$ cat src/rtl/bpa_pkg.sv
// bitmap page allocator: shared constants, op and status codes,
// and the command/status bundles between controller and datapath
// no dependencies
`default_nettype none

package bpa_pkg;

  // default sizing handed to the top-level parameters
  localparam int DEF_MAX_PAGES = 65536;
  localparam int DEF_WORD_BITS = 64;

  // field widths
  localparam int PAGE_W   = 16;
  localparam int LIMIT_W  = 17;
  localparam int OP_W     = 2;
  localparam int STATUS_W = 2;

  // pages addressable by the page field
  localparam int FIELD_PAGES = 65536;

  localparam logic [LIMIT_W-1:0] LIMIT_RESET = 17'h10000;

  // operation codes
  localparam logic [OP_W-1:0] OP_ALLOC   = 2'd0;
  localparam logic [OP_W-1:0] OP_FREE    = 2'd1;
  localparam logic [OP_W-1:0] OP_RESERVE = 2'd2;

  // result status codes
  localparam logic [STATUS_W-1:0] ST_OK          = 2'd0;
  localparam logic [STATUS_W-1:0] ST_NO_FREE     = 2'd1;
  localparam logic [STATUS_W-1:0] ST_DOUBLE_FREE = 2'd2;
  localparam logic [STATUS_W-1:0] ST_RANGE       = 2'd3;

  // controller to datapath
  typedef struct packed {
    logic clr;        // write one all-used word of the clearing pass
    logic take;       // capture the input item and start the divider
    logic rng;        // result: page out of range or bad op
    logic scan_init;  // set up the two search passes
    logic scan;       // one search step: issue a read, check a word
    logic fail;       // result: no free page
    logic rmw_rd;     // read the word holding the input page
    logic rmw_wr;     // update that word and form the result
    logic out_load;   // move the result into the output register
  } bpa_cmd_t;

  // datapath to controller
  typedef struct packed {
    logic            clr_last;
    logic            div_done;
    logic [OP_W-1:0] op;
    logic            out_of_range;
    logic            scan_none;
    logic            chk_valid;
    logic            scan_hit;
    logic            chk_last;
    logic            out_free;
  } bpa_sts_t;

endpackage

`default_nettype wire

$ cat src/rtl/bpa_ctrl.sv
// bitmap page allocator controller: sequences clearing, divide, search and
// read-modify-write; depends on bpa_pkg
`default_nettype none

module bpa_ctrl import bpa_pkg::*; (
  input  wire logic     clk,
  input  wire logic     rst_n,
  input  wire logic     in_valid,
  output logic          in_stall,
  input  wire bpa_sts_t sts,
  output bpa_cmd_t      cmd
);

  localparam logic [2:0] S_INIT   = 3'd0;
  localparam logic [2:0] S_IDLE   = 3'd1;
  localparam logic [2:0] S_DIV    = 3'd2;
  localparam logic [2:0] S_SETUP  = 3'd3;
  localparam logic [2:0] S_SCAN   = 3'd4;
  localparam logic [2:0] S_RMW_RD = 3'd5;
  localparam logic [2:0] S_RMW_WR = 3'd6;
  localparam logic [2:0] S_DONE   = 3'd7;

  logic [2:0] state_r;
  logic [2:0] state_nxt;

  // next state and commands
  always_comb begin
    state_nxt = state_r;
    cmd       = '0;
    case (state_r)
      S_INIT: begin
        cmd.clr = 1'b1;
        if (sts.clr_last) begin
          state_nxt = S_IDLE;
        end
      end
      S_IDLE: begin
        if (in_valid) begin
          cmd.take  = 1'b1;
          state_nxt = S_DIV;
        end
      end
      S_DIV: begin
        if (sts.div_done) begin
          case (sts.op)
            OP_ALLOC: begin
              state_nxt = S_SETUP;
            end
            OP_FREE, OP_RESERVE: begin
              if (sts.out_of_range) begin
                cmd.rng   = 1'b1;
                state_nxt = S_DONE;
              end else begin
                state_nxt = S_RMW_RD;
              end
            end
            default: begin
              cmd.rng   = 1'b1;
              state_nxt = S_DONE;
            end
          endcase
        end
      end
      S_SETUP: begin
        cmd.scan_init = 1'b1;
        if (sts.scan_none) begin
          cmd.fail  = 1'b1;
          state_nxt = S_DONE;
        end else begin
          state_nxt = S_SCAN;
        end
      end
      S_SCAN: begin
        cmd.scan = 1'b1;
        if (sts.chk_valid && sts.scan_hit) begin
          state_nxt = S_DONE;
        end else if (sts.chk_valid && sts.chk_last) begin
          cmd.fail  = 1'b1;
          state_nxt = S_DONE;
        end
      end
      S_RMW_RD: begin
        cmd.rmw_rd = 1'b1;
        state_nxt  = S_RMW_WR;
      end
      S_RMW_WR: begin
        cmd.rmw_wr = 1'b1;
        state_nxt  = S_DONE;
      end
      S_DONE: begin
        if (sts.out_free) begin
          cmd.out_load = 1'b1;
          state_nxt    = S_IDLE;
        end
      end
      default: begin
        state_nxt = S_INIT;
      end
    endcase
  end

  // state register
  always_ff @(posedge clk) begin
    if (!rst_n) begin
      state_r <= S_INIT;
    end else begin
      state_r <= state_nxt;
    end
  end

  assign in_stall = (state_r != S_IDLE);

endmodule

`default_nettype wire

$ cat config.mk
export PLATFORM = sky130hd
export DESIGN_NAME = bpa_ctrl
export DESIGN_NICKNAME = d
export VERILOG_FILES = /design/src/rtl/bpa_pkg.sv /design/src/rtl/bpa_ctrl.sv
export SDC_FILE = /design/constraint.sdc
export NUM_CORES = 1
export LEC_CHECK = 0
export ABC_AREA = 1
export BUFFER_PORTS_ARGS = -buffer_cell sky130_fd_sc_hd__buf_2
export CORE_AREA = 4 4 41 43
export DETAILED_ROUTE_END_ITERATION = 6
export DIE_AREA = 0 0 45 47
export PLACE_DENSITY = 0.58
export SYNTH_ARGS = -nofsm -noshare
export SYNTH_HDL_FRONTEND = slang
export SYNTH_SLANG_ARGS = --single-unit
$ cat constraint.sdc
create_clock -name clk -period 2.31 [get_ports clk]
set_input_delay 0.462 -clock clk [delete_from_list [all_inputs] [get_ports clk]]
set_output_delay 0.462 -clock clk [all_outputs]
set_load 0.02 [all_outputs]
==> Word level (Yosys, flattened, before mapping) <==
Index checks and enable logic that the tools add are counted.
{ "op_classes": {"n_reduce_logical": 6, "eq_ne": 15, "n_mux": 27} }
{ "ops": {"columns": ["op", "count"], "rows": [
  ["3-bit one-hot mux with 8 select lines", 1],
  ["3-bit 2-to-1 mux", 6],
  ["1-bit 2-to-1 mux", 15],
  ["3-bit equality test (second input constant)", 4],
  ["2-bit != test (second input constant)", 4],
  ["3-bit by 2-bit equality test with 1-bit output (second input constant)", 2],
  ["3-bit one-hot mux with 2 select lines", 1],
  ["5-bit AND reduction", 1],
  ["2-bit 2-to-1 mux", 2],
  ["1-bit one-hot mux with 2 select lines", 2],
  ["3-bit by 1-bit equality test with 1-bit output (second input constant)", 1],
  ["3-bit zero test", 1],
  ["3-bit by 1-bit != test with 1-bit output (second input constant)", 1],
  ["3-bit != test (second input constant)", 1],
  ["2-bit by 1-bit equality test with 1-bit output (second input constant)", 1],
  ["2-bit equality test (second input constant)", 1],
  ["1-bit logical AND", 2],
  ["2-bit zero test", 1],
  ["2-bit OR reduction", 1]
]} }
{ "word_totals": {"word_cells": 49, "register_bits": 3, "inputBits": 13} }

==> Depth between registers and ports, before layout <==
{ "depth": {"depth_word": 5, "depth_mapped": 10, "mapped_depth_nobuf": 10} }

==> Worst setup path before layout <==
OpenSTA, ideal clock, no wires.
{ "synth_path": {"path_kind": "register to output", "from": "register state_r[2]", "to": "output port cmd[3] (netlist name)", "path_stages_with_launch": 4, "path_slack_ps": 444, "arrival_ps": 1404, "path_buffers": 1, "path_cell_list": "dfxtp_1 inv_2 buf_6 o41ai_1"} }
{ "synth_lines": {"columns": ["item", "line", "text"], "rows": [
  ["from (decl)", "bpa_ctrl.sv:23", "logic [2:0] state_r;"],
  ["from (signal assigned)", "bpa_ctrl.sv:107", "state_r <= state_nxt;"],
  ["to (decl)", "bpa_ctrl.sv:11", "output bpa_cmd_t cmd"]
]} }

==> metrics.yaml <==
status:
  status: "finished clean"
final_layout:
  area_delta_synth_final_pct: 39.1
  top_register: "state_r"
  design_area_sq_um: 512
  n_antenna_cell: 0
  top_regs: "state_r x3"
  stdcell_count: 106
  utilization_pct: 39.3
  final_nets: 107
  largest_reg_flops: 3
  drive_gt1_share_pct: 31.9
power_and_ir_drop:
  powerDensity_nw_per_um2: 1160
  p_leak_nw: 0.334
  p_int_mw: 0.272
  vdd_drop_max_v: 0.000341
  combPwrFrac_pct: 65.4
  switching_share_pct: 54.1
  clockPowerShare_pct: 15.1
  p_seq_share_pct: 19.5
  switchingPower_mw: 0.321
synthesis:
  synth.most_common_cell: "nand2_1"
  synth_mux_area_share_pct: 0
  synth_top_family_by_area: "simple AND/OR/NAND/NOR gates"
  synth_top_area_cell: "dfxtp_1"
  yosysUniqueCellTypes: 17
  synth_top_cells_by_area: "dfxtp_1 16%, nand2_1 14%, inv_1 13%, nor2_1 13%, ha_1 6.8%"
  synth_compound_area_share_pct: 9.18
  ys_async_sr_fraction_pct: 0
  ys_warn_count: 0
  synth_fp_nets: 81
  syn_inst: 66
  synthFlopType: "dfxtp_1"
  synthTopCellsByCount: "14 x nand2_1, 13 x inv_1, 13 x nor2_1, 5 x nand3_1, 4 x nor3_1"
  synth-simple-area-share_pct: 49.3
  synth_edf_count: 0
  avgSynthCellArea_sq_um: 5.57
  netlist_area_sq_um: 368
  synth_top_cell_area_share_pct: 16.3
  synth-adder-area-share_pct: 6.80
  ys_ff_latch: 3
  synth-seq-area-share_pct: 16.3
  synth-xor-area-share_pct: 0
die:
  pin_count: 23
  initial_core_util_pct: 28.3
  core_sq_um: 1300
  die_h_um: 47
  dieArea_sq_um: 2120
  die_x_um: 45
  rows: 13
timing:
  fin_tns_setup_ns: 0
  max-slew-margin-rel_pct: 82.5
  max_freq_ghz: 0.532
  setup_viol: 0
  grt_setup_unrepaired: "no"
  min_period_ns: 1.88
  hold_viol: 0
  period_share_pct: 81.3
  tightest_slew_ns: 0.260
  maxSlewViolCount: 0
  fin_skew_ns: 0.000849
  setup_ws_ns: 0.431
critical_path:
  worstPathMaxFanout: 11
  critPathKind: "reg -> out"
  crit_path_end_kind: "output pin"
  max_stage_delay_ns: 0.47
  crit_slowest_cell: "dfxtp_1"
  required_ns: 1.85
  rrSetupSlack_ns: 1.05
  crit_buf_inv: 2
  path_cells: "inv_2 > o41ai_1 > buf_2"
  worstSetupStartpointType: "register"
  critPathTopFamily: "flip-flops"
  worst_ep_arrival_time_ns: 1.42
cts:
  clock_sinks: 3
  cts_tree: "yes"
  cts_buffer_depth: 2
  cts_max_level: 1
  clkSlewWorstSetupHoldPaths_ns: 0.04
  cts_hold_buf: 0
  insertion_delay_ns: 0.23
  post-cts-setup-buffers: 0
  cts_buffers: 3
  cts_resized: 0
  clockRootBuffer: "clkbuf_4"
global_route:
  antenna_found_initial: 0
  grt_usage_pct: 10.1
  overflow: 0
  grt_max_degree: 12
  grt_pass1_vias: 445
  grt_pass1_wl_um: 1640
routing:
  drc: 0
  viasPerCell: 4.42
  vias: 469
  ant_nets: 0
  dr.pass1.iters: 4
  wire_per_inst_um: 9.13
  drt_iter0_drc: 6
  drt-total-wl_um: 968
place:
  post_dp_cell_area_sq_um: 485
  dpl_worst_slack_ns: 0.496
  gp_congestion: 0.752
  dp_cells: 102
  portBuffers: 22
  place_hpwl_um: 844
worst_hold_path:
  hold_path_class: "in -> reg"
run:
  drv_cap: 0
==> per-layer routing <==
layer / vias to the layer above / routed length [um] / track usage, %
li1: 256 / - / -
met2: 16 / 421 / 18.6
met4: 0 / 0 / 0
met5: - / 0 / 0
met1: 197 / 467 / 11.8
met3: 0 / 79 / 3.83
==> through the flow <==
stage | hold WS, ns | power (mW)
3_3_place_gp | 0.548 | 0.503
5_1_grt | 0.507 | 0.669
2_1_floorplan | 0.513 | 0.422
6_report | 0.488 | 0.593
3_5_place_dp | 0.544 | 0.508
4_1_cts | 0.485 | 0.602
==> area by class of cell <==
class,instances,area (sq um)
Clock buffer,4,26.3
Fill cell,161,790
Inverter,15,56.3
Multi-Input combinational cell,47,240
Sequential cell,3,60.1
Tap cell,15,18.8
Timing Repair Buffer,22,110
==> cells by family after synthesis <==
group / count (synthesis)
flops: 3
simple gates: 40
buf+inv: 16
fa+ha+maj: 2
compound gates: 5
==> final timing paths <==
kind / start / endpoint / depth (start not counted)
worst min-delay path: rst_n / state_r[1]$_SDFFE_PN0P_ / 3
worst min register to register: state_r[1]$_SDFFE_PN0P_ / state_r[1]$_SDFFE_PN0P_ / 2
worst max-delay path: state_r[2]$_SDFFE_PN0P_ / cmd[3] / 3
worst max register to register: state_r[2]$_SDFFE_PN0P_ / state_r[2]$_SDFFE_PN0P_ / 7
==> power groups by stage <==
stage          logic, mW  registers, mW  clock network, mW
6_report           0.388          0.116             0.0895
3_3_place_gp       0.387          0.116                  0
2_1_floorplan      0.317          0.105                  0
3_5_place_dp       0.393          0.115                  0
5_1_grt            0.448          0.122             0.0983
4_1_cts            0.393          0.115             0.0929
==> layout by cell type, fill, tap and decap left out <==
master and instances:
a211oi_1 1, buf_2 22, clkbuf_1 1, clkbuf_4 3, dfxtp_1 3, ha_1 2, inv_1 13, inv_2 2
nand2_1 14, nand3_1 5, nand3_2 1, nand3b_1 1, nand4_1 1, nor2_1 13, nor2_4 1, nor3_1 4
o211ai_1 1, o21ai_0 2, o41ai_1 1
==> worst register-to-register path: stages (launching register included) <==
cell     delay (ns)
dfxtp_1        0.47
inv_2          0.15
nand3_1        0.13
nand3_2        0.11
nor2_4         0.13
nand2_1        0.07
nand2_1        0.06
nor2_1         0.03
(Power assumes the default switching activity.)
